## src/sv/ewld_pkg.sv

```systemverilog
`timescale 1ns / 1ps
`default_nettype none

package ewld_pkg;

   // Width of every sample and register field on the ports.
   localparam int FieldBits = 12;

   // Configuration register indexes.
   localparam int CsrIndexBits = 3;
   localparam logic [CsrIndexBits-1:0] CSR_BASELINE_FIRST  = 3'd0;
   localparam logic [CsrIndexBits-1:0] CSR_BASELINE_SECOND = 3'd1;
   localparam logic [CsrIndexBits-1:0] CSR_OPEN_THRESHOLD  = 3'd2;
   localparam logic [CsrIndexBits-1:0] CSR_CLOSE_THRESHOLD = 3'd3;
   localparam logic [CsrIndexBits-1:0] CSR_FORCE_THRESHOLD = 3'd4;

   // Request kinds carried in tuser.
   localparam logic OP_FULL        = 1'b0;
   localparam logic OP_CALIBRATION = 1'b1;

   typedef enum logic [1:0] {
      ST_IDLE,
      ST_SUM,
      ST_DIV,
      ST_DONE
   } ewld_state_type;

   // Controls from the sequencer to the per-channel mean units.
   typedef struct packed {
      logic clear;
      logic accumulate;
      logic load;
   } ewld_ctl_type;

endpackage

`default_nettype wire

```

## src/sv/ewld_cell.sv

```systemverilog
`timescale 1ns / 1ps
`default_nettype none

// One window slot for both channels; passes its entry to the next slot on shift.
module ewld_cell #(
   parameter int SAMPLE_BITS = 12
) (
   input  wire logic                        clock,
   input  wire logic                        reset,
   input  wire logic                        shift_en,
   input  wire logic [1:0][SAMPLE_BITS-1:0] d_in,
   output logic      [1:0][SAMPLE_BITS-1:0] q_out
);

   logic [1:0][SAMPLE_BITS-1:0] entry_ff;

   always_ff @(posedge clock) begin
      if (reset) begin
         entry_ff <= '0;
      end else if (shift_en) begin
         entry_ff <= d_in;
      end
   end

   assign q_out = entry_ff;

endmodule

`default_nettype wire

```

## src/sv/ewld_mean.sv

```systemverilog
`timescale 1ns / 1ps
`default_nettype none

// Accumulates |entry - base| as the window streams past, then divides by the window size.
module ewld_mean import ewld_pkg::*; #(
   parameter int WINDOW_SIZE = 32,
   parameter int SAMPLE_BITS = 12
) (
   input  wire logic                   clock,
   input  wire ewld_ctl_type           ctl,
   input  wire logic [SAMPLE_BITS-1:0] sample,
   input  wire logic [SAMPLE_BITS-1:0] base,
   output logic      [SAMPLE_BITS-1:0] level
);

   localparam int WinBits = $clog2(WINDOW_SIZE);
   localparam int SumBits = SAMPLE_BITS + WinBits;
   localparam bit WinPow2 = (WINDOW_SIZE & (WINDOW_SIZE - 1)) == 0;

   logic [SAMPLE_BITS-1:0] diff;
   logic [SumBits-1:0]     sum_ff;
   logic [SumBits-1:0]     sum_in;

   assign diff = (sample >= base) ? (sample - base) : (base - sample);

   always_comb begin
      sum_in = sum_ff;
      if (ctl.clear) begin
         sum_in = '0;
      end else if (ctl.accumulate) begin
         sum_in = sum_ff + SumBits'(diff);
      end
   end

   always_ff @(posedge clock) begin
      sum_ff <= sum_in;
   end

   generate
      if (WinPow2) begin : g_shift
         assign level = sum_ff[SumBits-1:WinBits];
      end else begin : g_divide
         // Division by the constant window size through its rounded-up reciprocal.
         // With the shift set to the sum width plus the divisor's bit count, the
         // truncated product equals the quotient for every sum the window can hold.
         localparam int     RecipShift = SumBits + WinBits;
         localparam int     RecipBits  = SumBits + 1;
         localparam int     ProdBits   = SumBits + RecipBits;
         localparam longint RecipValue =
            ((longint'(1) << RecipShift) + longint'(WINDOW_SIZE) - 1) / longint'(WINDOW_SIZE);

         logic [RecipBits-1:0]   recip;
         logic [ProdBits-1:0]    product;
         logic [SAMPLE_BITS-1:0] quo_ff;
         logic [SAMPLE_BITS-1:0] quo_in;

         assign recip   = RecipBits'(RecipValue);
         assign product = ProdBits'(sum_ff) * ProdBits'(recip);

         always_comb begin
            quo_in = quo_ff;
            if (ctl.load) begin
               quo_in = product[RecipShift +: SAMPLE_BITS];
            end
         end

         always_ff @(posedge clock) begin
            quo_ff <= quo_in;
         end

         assign level = quo_ff;
      end
   endgenerate

endmodule

`default_nettype wire

```

## src/sv/emg_window_level_detector_top.sv

```systemverilog
`timescale 1ns / 1ps
`default_nettype none

// rsp_tvalid rises once the cell chain has rotated through all its cells past the
// accumulators, after a registered divide when WINDOW_SIZE is not a power of two.
// A new request is taken only after the response for the last one is registered, and
// an earlier response still waiting to be taken holds the block in its done state.
// Reset: synchronous; all window cells, held levels, forces and flags clear, and the
// registers take their documented reset values.
module emg_window_level_detector_top import ewld_pkg::*; #(
   parameter int WINDOW_SIZE = 32,
   parameter int SAMPLE_BITS = 12
) (
   input  wire logic                    clock,
   input  wire logic                    reset,
   // Request channel.
   input  wire logic                    req_tvalid,
   output logic                         req_tready,
   // From bit 0: emg_first[11:0], emg_second[23:12], force_first[35:24],
   // force_second[47:36].
   input  wire logic [47:0]             req_tdata,
   // From bit 0: op.
   input  wire logic [0:0]              req_tuser,
   // Response channel.
   output logic                         rsp_tvalid,
   input  wire logic                    rsp_tready,
   // From bit 0: level_first[11:0], level_second[23:12], force_value_first[35:24],
   // force_value_second[47:36], pressed_first[48], pressed_second[49],
   // open_flag[50], close_flag[51], zero fill[55:52].
   output logic [55:0]                  rsp_tdata,
   // Configuration write channel.
   input  wire logic                    csr_valid,
   output logic                         csr_ready,
   input  wire logic [CsrIndexBits-1:0] csr_index,
   input  wire logic [FieldBits-1:0]    csr_wdata
);

   localparam int  WinBits  = $clog2(WINDOW_SIZE);
   localparam int  CntBits  = WinBits;
   localparam bit  WinPow2  = (WINDOW_SIZE & (WINDOW_SIZE - 1)) == 0;

   // ---------------------------------------------------------------------------------
   // Configuration registers. Values are held at the sample width; the port is always
   // ready, and writes to unknown indexes are dropped.
   // ---------------------------------------------------------------------------------
   logic [SAMPLE_BITS-1:0] baseline_first_ff;
   logic [SAMPLE_BITS-1:0] baseline_second_ff;
   logic [SAMPLE_BITS-1:0] open_threshold_ff;
   logic [SAMPLE_BITS-1:0] close_threshold_ff;
   logic [SAMPLE_BITS-1:0] force_threshold_ff;
   logic [SAMPLE_BITS-1:0] csr_value;

   assign csr_ready = 1'b1;
   assign csr_value = SAMPLE_BITS'(csr_wdata);

   always_ff @(posedge clock) begin
      if (reset) begin
         baseline_first_ff  <= '0;
         baseline_second_ff <= '0;
         open_threshold_ff  <= SAMPLE_BITS'(12'd4095);
         close_threshold_ff <= SAMPLE_BITS'(12'd4095);
         force_threshold_ff <= SAMPLE_BITS'(12'd512);
      end else if (csr_valid && csr_ready) begin
         case (csr_index)
            CSR_BASELINE_FIRST:  baseline_first_ff  <= csr_value;
            CSR_BASELINE_SECOND: baseline_second_ff <= csr_value;
            CSR_OPEN_THRESHOLD:  open_threshold_ff  <= csr_value;
            CSR_CLOSE_THRESHOLD: close_threshold_ff <= csr_value;
            CSR_FORCE_THRESHOLD: force_threshold_ff <= csr_value;
            default: ;
         endcase
      end
   end

   // ---------------------------------------------------------------------------------
   // Request capture. The EMG samples go straight into the head of the cell chain;
   // the kind and force samples wait here until the result is formed.
   // ---------------------------------------------------------------------------------
   logic                   req_accept;
   logic [SAMPLE_BITS-1:0] emg_first_s;
   logic [SAMPLE_BITS-1:0] emg_second_s;
   logic                   op_ff;
   logic [SAMPLE_BITS-1:0] force_first_ff;
   logic [SAMPLE_BITS-1:0] force_second_ff;

   assign req_accept   = req_tvalid && req_tready;
   assign emg_first_s  = SAMPLE_BITS'(req_tdata[11:0]);
   assign emg_second_s = SAMPLE_BITS'(req_tdata[23:12]);

   always_ff @(posedge clock) begin
      if (req_accept) begin
         op_ff           <= req_tuser[0];
         force_first_ff  <= SAMPLE_BITS'(req_tdata[35:24]);
         force_second_ff <= SAMPLE_BITS'(req_tdata[47:36]);
      end
   end

   // ---------------------------------------------------------------------------------
   // Sequencer. An accepted request shifts the new samples into the chain, dropping the
   // oldest entry. The chain then rotates once through all its cells, and each entry
   // passes the accumulators at the tail. Only the set of entries matters to the mean,
   // so no write pointer is needed.
   // ---------------------------------------------------------------------------------
   ewld_state_type      state_ff;
   ewld_state_type      state_in;
   logic [CntBits-1:0]  cnt_ff;
   logic [CntBits-1:0]  cnt_in;
   ewld_ctl_type        ctl;
   logic                rotate;
   logic                finish;
   logic                rsp_valid_ff;
   logic                rsp_free;

   assign rsp_free = !rsp_valid_ff || rsp_tready;

   always_comb begin
      state_in       = state_ff;
      cnt_in         = cnt_ff;
      ctl            = '0;
      rotate         = 1'b0;
      finish         = 1'b0;
      req_tready     = 1'b0;
      case (state_ff)
         ST_IDLE: begin
            req_tready = 1'b1;
            if (req_tvalid) begin
               ctl.clear = 1'b1;
               cnt_in    = '0;
               state_in  = ST_SUM;
            end
         end
         ST_SUM: begin
            rotate         = 1'b1;
            ctl.accumulate = 1'b1;
            cnt_in         = cnt_ff + 1'b1;
            if (cnt_ff == CntBits'(WINDOW_SIZE - 1)) begin
               cnt_in   = '0;
               state_in = WinPow2 ? ST_DONE : ST_DIV;
            end
         end
         ST_DIV: begin
            // Loads the reciprocal-multiply quotient when the size is not a power of two.
            ctl.load = 1'b1;
            state_in = ST_DONE;
         end
         ST_DONE: begin
            if (rsp_free) begin
               finish   = 1'b1;
               state_in = ST_IDLE;
            end
         end
         default: begin
            state_in = ST_IDLE;
         end
      endcase
   end

   always_ff @(posedge clock) begin
      if (reset) begin
         state_ff <= ST_IDLE;
         cnt_ff   <= '0;
      end else begin
         state_ff <= state_in;
         cnt_ff   <= cnt_in;
      end
   end

   // ---------------------------------------------------------------------------------
   // Cell chain: channel 0 is the first EMG input, channel 1 the second.
   // ---------------------------------------------------------------------------------
   logic [WINDOW_SIZE-1:0][1:0][SAMPLE_BITS-1:0] cell_q;
   logic [WINDOW_SIZE-1:0][1:0][SAMPLE_BITS-1:0] cell_d;
   logic                                         shift_en;

   assign shift_en  = req_accept || rotate;
   assign cell_d[0] = rotate ? cell_q[WINDOW_SIZE-1] : {emg_second_s, emg_first_s};

   genvar gi;
   generate
      for (gi = 1; gi < WINDOW_SIZE; gi++) begin : g_link
         assign cell_d[gi] = cell_q[gi-1];
      end
      for (gi = 0; gi < WINDOW_SIZE; gi++) begin : g_cell
         ewld_cell #(
            .SAMPLE_BITS(SAMPLE_BITS)
         ) u_cell (
            .clock   (clock),
            .reset   (reset),
            .shift_en(shift_en),
            .d_in    (cell_d[gi]),
            .q_out   (cell_q[gi])
         );
      end
   endgenerate

   // ---------------------------------------------------------------------------------
   // Per-channel mean of the absolute deviation from the baseline.
   // ---------------------------------------------------------------------------------
   logic [SAMPLE_BITS-1:0] level_first;
   logic [SAMPLE_BITS-1:0] level_second;

   ewld_mean #(
      .WINDOW_SIZE(WINDOW_SIZE),
      .SAMPLE_BITS(SAMPLE_BITS)
   ) u_mean_first (
      .clock (clock),
      .ctl   (ctl),
      .sample(cell_q[WINDOW_SIZE-1][0]),
      .base  (baseline_first_ff),
      .level (level_first)
   );

   ewld_mean #(
      .WINDOW_SIZE(WINDOW_SIZE),
      .SAMPLE_BITS(SAMPLE_BITS)
   ) u_mean_second (
      .clock (clock),
      .ctl   (ctl),
      .sample(cell_q[WINDOW_SIZE-1][1]),
      .base  (baseline_second_ff),
      .level (level_second)
   );

   // ---------------------------------------------------------------------------------
   // Response register. It also holds the levels, forces and flags between requests: a
   // calibration request refreshes only the levels, so the rest carries over.
   // ---------------------------------------------------------------------------------
   logic [FieldBits-1:0] level_first_ff;
   logic [FieldBits-1:0] level_second_ff;
   logic [FieldBits-1:0] force_value_first_ff;
   logic [FieldBits-1:0] force_value_second_ff;
   logic                 pressed_first_ff;
   logic                 pressed_second_ff;
   logic                 open_flag_ff;
   logic                 close_flag_ff;

   always_ff @(posedge clock) begin
      if (reset) begin
         rsp_valid_ff          <= 1'b0;
         level_first_ff        <= '0;
         level_second_ff       <= '0;
         force_value_first_ff  <= '0;
         force_value_second_ff <= '0;
         pressed_first_ff      <= 1'b0;
         pressed_second_ff     <= 1'b0;
         open_flag_ff          <= 1'b0;
         close_flag_ff         <= 1'b0;
      end else begin
         if (finish) begin
            rsp_valid_ff    <= 1'b1;
            level_first_ff  <= FieldBits'(level_first);
            level_second_ff <= FieldBits'(level_second);
            if (op_ff == OP_FULL) begin
               force_value_first_ff  <= FieldBits'(force_first_ff);
               force_value_second_ff <= FieldBits'(force_second_ff);
               pressed_first_ff      <= force_first_ff > force_threshold_ff;
               pressed_second_ff     <= force_second_ff > force_threshold_ff;
               open_flag_ff          <= level_first > open_threshold_ff;
               close_flag_ff         <= level_second > close_threshold_ff;
            end
         end else if (rsp_tready) begin
            rsp_valid_ff <= 1'b0;
         end
      end
   end

   assign rsp_tvalid = rsp_valid_ff;
   assign rsp_tdata  = {4'b0000, close_flag_ff, open_flag_ff, pressed_second_ff,
                        pressed_first_ff, force_value_second_ff, force_value_first_ff,
                        level_second_ff, level_first_ff};

endmodule

`default_nettype wire

```

## config.mk

```make
export PLATFORM = sky130hd
export DESIGN_NAME = emg_window_level_detector_top
export DESIGN_NICKNAME = d
export VERILOG_FILES = /design/src/sv/ewld_pkg.sv /design/src/sv/ewld_cell.sv /design/src/sv/ewld_mean.sv /design/src/sv/emg_window_level_detector_top.sv
export SDC_FILE = /design/constraint.sdc
export NUM_CORES = 2
export LEC_CHECK = 0
export BUFFER_PORTS_ARGS = -buffer_cell sky130_fd_sc_hd__buf_2
export CORE_AREA = 2 2 291 293
export CTS_CLUSTER_DIAMETER = 60
export DETAILED_ROUTE_END_ITERATION = 10
export DIE_AREA = 0 0 293 295
export GPL_ROUTABILITY_DRIVEN = 0
export GPL_TIMING_DRIVEN = 0
export PLACE_DENSITY = 0.63
export SLEW_MARGIN = 30
export SYNTH_ARGS = -nofsm -noshare
export SYNTH_HDL_FRONTEND = slang
export SYNTH_SLANG_ARGS = --single-unit
```

## constraint.sdc

```tcl
create_clock -name clock -period 4.5 [get_ports clock]
set_input_delay 0 -clock clock [delete_from_list [all_inputs] [get_ports clock]]
set_output_delay 0 -clock clock [all_outputs]
set_load 0.01 [all_outputs]
```

### Word-level counts from Yosys, hierarchy flattened

Cells that the tools add are included.

| word-level totals | value |
|---|---|
| bits in registers | 947 |
| input bits | 69 |
| logic and storage cells | 144 |

| operators by class | value |
|---|---|
| $add $sub $neg | 7 |
| magnitude comparators | 6 |
| equality and inequality tests | 11 |
| muxes and demuxes | 18 |
| bitwise logic cells | 1 |
| reductions and logical operators | 16 |

Operator list:

| operator | number |
|---|---|
| $gt 12x12->1 | 4 |
| $sub 12x12->12 | 4 |
| $add 17x12->17 | 2 |
| $ge 12x12->1 | 2 |
| $mux 12 | 2 |
| $mux 24 | 1 |
| $reduce_and 2->1 | 7 |
| $mux 5 | 2 |
| $pmux 5 s2 | 1 |
| $mux 1 | 8 |
| $pmux 2 s4 | 1 |
| $eq 3x2->1 const B | 2 |
| $mux 2 | 3 |
| $ne 2x2->1 const B | 3 |
| $add 5x1->5 const B | 1 |
| $eq 5x5->1 const B | 1 |
| $eq 2x2->1 const B | 2 |
| $reduce_bool 2->1 | 2 |
| $eq 3x1->1 const B | 1 |
| $eq 3x3->1 const B | 1 |
| $logic_not 3->1 | 1 |
| $reduce_and 3->1 | 1 |
| $eq 2x1->1 const B | 1 |
| $logic_not 2->1 | 1 |
| 4 further kinds | 5 |

### Longest topological paths before layout

| depth | value |
|---|---|
| depth in word-level cells | 5 |
| gate-level depth with buffers | 20 |
| mapped depth without buffers | 19 |

### Cells and area by module

From an unflattened synthesis, not the netlist that was laid out.

| second synthesis, totals | value |
|---|---|
| cell total of the unflattened synthesis | 3,860 |
| area, all modules | 39,335.2 um2 |

Modules (own cells, without submodules):

| module | instances | cells an instance | area an instance (um2) |
|---|---|---|---|
| ewld_cell | 32 | 77 | 869.6 |
| emg_window_level_detector_top | 1 | 765 | 6,668.9 |
| ewld_mean at u_mean_first | 1 | 311 | 2,423.6 |
| ewld_mean at u_mean_second | 1 | 320 | 2,416.1 |

### Worst setup path after synthesis

OpenSTA, ideal clock, no wires.

| timing | value |
|---|---|
| path kind | register to register |
| from | reg g_cell[31].u_cell.entry_ff (netlist bit g_cell[31].u_cell.q_out[0]) |
| to | reg u_mean_first.sum_ff[13] |
| arrival | 3.860 ns |
| data required time | 4.333 ns |
| slack | 0.474 ns |
| cell stages (with the launch flop) | 20 |
| buffers on the path | 1 |
| period minus slack after synthesis | 4.026 ns |
| cells stage by stage | dfxtp_1 -> inv_1 -> ha_1 -> inv_1 -> fa_1 -> a21o_1 -> a21oi_1 -> nand3_1 -> a221oi_4 -> buf_4 -> a21oi_1 -> xor2_1 -> ha_1 -> a21o_1 -> a21o_1 -> a2111oi_0 -> a211oi_1 -> o211ai_1 -> xor2_1 -> nor2_1 |

| on the way | value |
|---|---|
| word-level cells in the longest chain between the ends | 3 |
| elaborated cells on any way between the ends | 5 |
| classes of those cells | add/sub (3); order compare (1); mux (1) |

Ends and longest elaborated chain:

| what | line | source |
|---|---|---|
| start, declared | ewld_cell.sv:15 | `logic [1:0][SAMPLE_BITS-1:0] entry_ff;` |
| start signal, assigned | ewld_cell.sv:21 | `entry_ff <= d_in;` |
| $sub 12x12->12 or $ge 12x12->1 (tied branches) | ewld_mean.sv:24 | `assign diff = (sample >= base) ? (sample - base) : (base - sample);` |
| $mux 12 * | ewld_mean.sv:24 |  |
| $add 17x12->17 * | ewld_mean.sv:31 | `sum_in = sum_ff + SumBits'(diff);` |
| end signal, assigned | ewld_mean.sv:36 | `sum_ff <= sum_in;` |
| end, declared | ewld_mean.sv:21 | `logic [SumBits-1:0] sum_ff;` |

Every way passes the cells marked *; elsewhere a longest branch is shown, timed or not.
A chain may end at the register's enable or synchronous reset.

### Final worst setup path

| timing | value |
|---|---|
| from | reg g_cell[31].u_cell.entry_ff (netlist bit g_cell[31].u_cell.q_out[12]) |
| to | reg u_mean_second.sum_ff[12] |

| on the way | value |
|---|---|
| word-level cells in the longest chain between the ends | 3 |
| elaborated cells on any way between the ends | 5 |
| classes of those cells | add/sub (3); order compare (1); mux (1) |

Ends and longest elaborated chain:

| what | line |
|---|---|
| $sub 12x12->12 or $ge 12x12->1 (tied branches) | ewld_mean.sv:24 |
| $mux 12 * | ewld_mean.sv:24 |
| $add 17x12->17 * | ewld_mean.sv:31 |
| end signal, assigned | ewld_mean.sv:36 |
| end, declared | ewld_mean.sv:21 |

Marks and branches as above.

==> flow_summary.ini <==
[cells_and_area]
stdcell_count = 6207
most-common-layout-cells = 1796 x nand2_1, 943 x a21oi_1, 920 x dfxtp_1
synthToLayoutAreaGrowth_pct = 17.0
final_nets = 5244
mostFrequentLayoutCell = nand2_1
layout-drive-gt1-share_pct = 8.13
diodes = 0
utilization_pct = 52.4
fin_area_sq_mm = 0.0436

[critical_path]
arrival_ns = 4.82
worstPathMaxFanout = 10
critPathCaptureType = flop
start_kind = flop
critical_path_class = reg2reg
r2r_cells = 21
worstPathRequired_ns = 5.04

[sta]
finalMaxSlewViolations = 0
finalCritPeriodShare_pct = 95.1
final.min_clock_period_ns = 4.28
max_freq_ghz = 0.234
rsz0062_at_grt = no
setup_viol = 0
finalHoldViolCount = 0
tightest_slew_ns = 1.03
fin_skew_ns = 0.0331
fin_setup_tns_ns = 0
timing.slew.headroom_pct = 31.1

[die]
coreArea_sq_mm = 0.0832
initial_utilization_pct = 44.8
pin_count = 128
die_y_um = 295
row_count = 106
dieArea_sq_mm = 0.0864
die_x_um = 293

[yosys]
synth_edf_count = 25
syn_area_per_cell_sq_um = 7.88
synthCells = 4726
synth_cell_types = 68
yosys_warnings = 0
async_flop_share_pct = 0
ys.flop_type = dfxtp_1
ys_ff_latch = 947
synthesis.area_sq_mm = 0.0373
ys_seq_area_share_pct = 51.5

[clock_tree]
clk_pin_slew_ns = 0.06
cts_tree = built
clockRootBuffer = clkbuf_16
htree_levels = 3
clock_sinks = 947
cts_buffers = 101
insertion_delay_ns = 0.67
clk_path_buf_depth = 3

[placed_design]
hpwl_mm = 70.3
dpl_cell_area_sq_mm = 0.0393
dp_cells = 5931
io_buffer_count = 121

[global_routing]
grt_pass1_vias = 30303
antenna_found_initial = 1
grt-ovfl-total = 0
grt_max_degree = 26
grt_usage_pct = 22.2
grt_pass1_wl_mm = 156

[detailed_routing]
ant_nets = 0
wl_per_cell_um = 15.7
viasPerCell = 5.10
drtPass1Iterations = 6
drc = 0
wl_mm = 97.7
num_vias = 31642
drtIter0Drc = 2149

[flow_run]
cap_violations = 0

[run_status]
status = finished clean

[power_and_ir_drop]
power_uw = 23200
vdd_drop_max_uv = 360
leakagePower_uw = 0.0157
powerDensity_mw_per_mm2 = 532

[min_path]
hold_path_depth = 2
min_path_type = in2reg
## state kept, by name, indices dropped and copies added, names as in the netlist, 12 cells and up
signal                 count
open_threshold_ff         12
level_second_ff           12
u_mean_second.sum_ff      17
baseline_first_ff         12
force_threshold_ff        12
g_cell.u_cell.q_out      768
baseline_second_ff        12
force_second_ff           12
force_value_first_ff      12
force_value_second_ff     12
force_first_ff            12
close_threshold_ff        12
level_first_ff            12
u_mean_first.sum_ff       17
## layout make-up
type / count / area (sq um)
clock buffers: 155 / 3050
flip-flops and latches: 947 / 19200
repair buffers: 213 / 1520
inverters: 116 / 435
multi-input cells: 3335 / 16300
well taps: 1080 / 1350
clock inverters: 30 / 348
fillers: 8007 / 39500
plain buffers: 331 / 1400
## through the flow
step / setup slack (ns) / hold slack [ns]
final: 0.220 / 0.0395
after global routing: 0.0129 / 0.0238
after CTS: 0.00593 / 0.00191
after detailed placement: -0.319 / 0.178
after global placement: -0.280 / 0.180
after floorplan: 0.474 / 0.0989
## final timing paths
| kind | start | to | slack (ns) |
|---|---|---|---|
| max reg2reg | g_cell[31].u_cell.q_out[12]$_SDFFE_PP0P_ | u_mean_second.sum_ff[12]$_SDFFE_PP0P_ | 0.22 |
| max | g_cell[31].u_cell.q_out[12]$_SDFFE_PP0P_ | u_mean_second.sum_ff[12]$_SDFFE_PP0P_ | 0.22 |
| min reg2reg | g_cell[10].u_cell.q_out[23]$_SDFFE_PP0P_ | g_cell[11].u_cell.q_out[23]$_SDFFE_PP0P_ | 0.43 |
| min | req_tdata[26] | force_first_ff[2]$_DFFE_PP_ | 0.04 |
## routing by layer
| layer | vias to the layer above | global-route usage (%) | share of wire, % |
|---|---|---|---|
| met2 | 592 | 37.5 | 46 |
| met1 | 14778 | 29.5 | 46 |
| li1 | 16105 | - | - |
| met3 | 165 | 3.07 | 4.4 |
| met4 | 2 | 6.64 | 2.8 |
| met5 | - | 0 | 0.013 |
## logic make-up after synthesis
family	after synthesis	synth area share, %
multiplexers	25	0.692
buffers and inverters	447	4.92
AO/OA/AOI/OAI	1117	16.0
XOR/XNOR	36	0.846
flip-flops	947	51.5
AND/OR/NAND/NOR	2022	21.5
adder cells (fa/ha/maj)	130	4.49
other	2	0.0202
## cells in the mapped netlist (9+ instances only)
library cell  number  area, sq um
or3_1              9         56.3
nand2_1         1796         6740
nor2b_1           18          113
clkbuf_1         230          863
nor2_1            78          293
nand4_1           17          106
ha_1             124         1550
nand2b_1          13         81.3
nand3_1           15         75.1
a21oi_1          945         4730
a21o_1            34          255
a31oi_1           15         93.8
o211ai_1          10         75.1
inv_1            113          424
buf_4             11         82.6
xor2_1            17          149
buf_2             78          390
nand3b_1          28          210
o21a_1            12         90.1
dfxtp_1          922        18500
o21ai_0           36          180
a211oi_1          10         75.1
nor3_1            15         75.1
edfxtp_1          25          751
buf_1             10         37.5
xnor2_1           19          166
mux2i_1           22          220
o21bai_1           9         67.6
## worst max-delay path, cell delays in order, from the launching register on
cell      delay, ns
dfxtp_2        0.37
inv_1          0.07
ha_1           0.18
inv_1          0.08
fa_2           0.36
a21o_1         0.21
a211oi_2       0.21
o221ai_1       0.17
a21o_1         0.23
a21o_1         0.19
buf_6          0.16
mux2i_2        0.20
xnor2_1        0.16
ha_1           0.28
nor2b_1        0.16
o21ai_2        0.13
a21oi_1        0.10
o21a_1         0.22
o41a_1         0.37
buf_4          0.18
nand2_1        0.06
o211ai_1       0.08
## where the power goes
| part | leakage, uW | internal, uW | switching [uW] |
|---|---|---|---|
| clock | 0.00168 | 4920 | 3490 |
| combinational | 0.00634 | 1330 | 4480 |
| sequential | 0.00767 | 8730 | 241 |
## what timing repair did
action,4_1_cts,5_1_grt
setup buffers,4,4
hold buffers,83,0
gates cloned,0,0
hold endpoints to repair,114,0
pin swaps,2,8
resized for setup,3,15
setup endpoints to repair,7,16
Note: power is estimated with default switching activity, not from simulation.
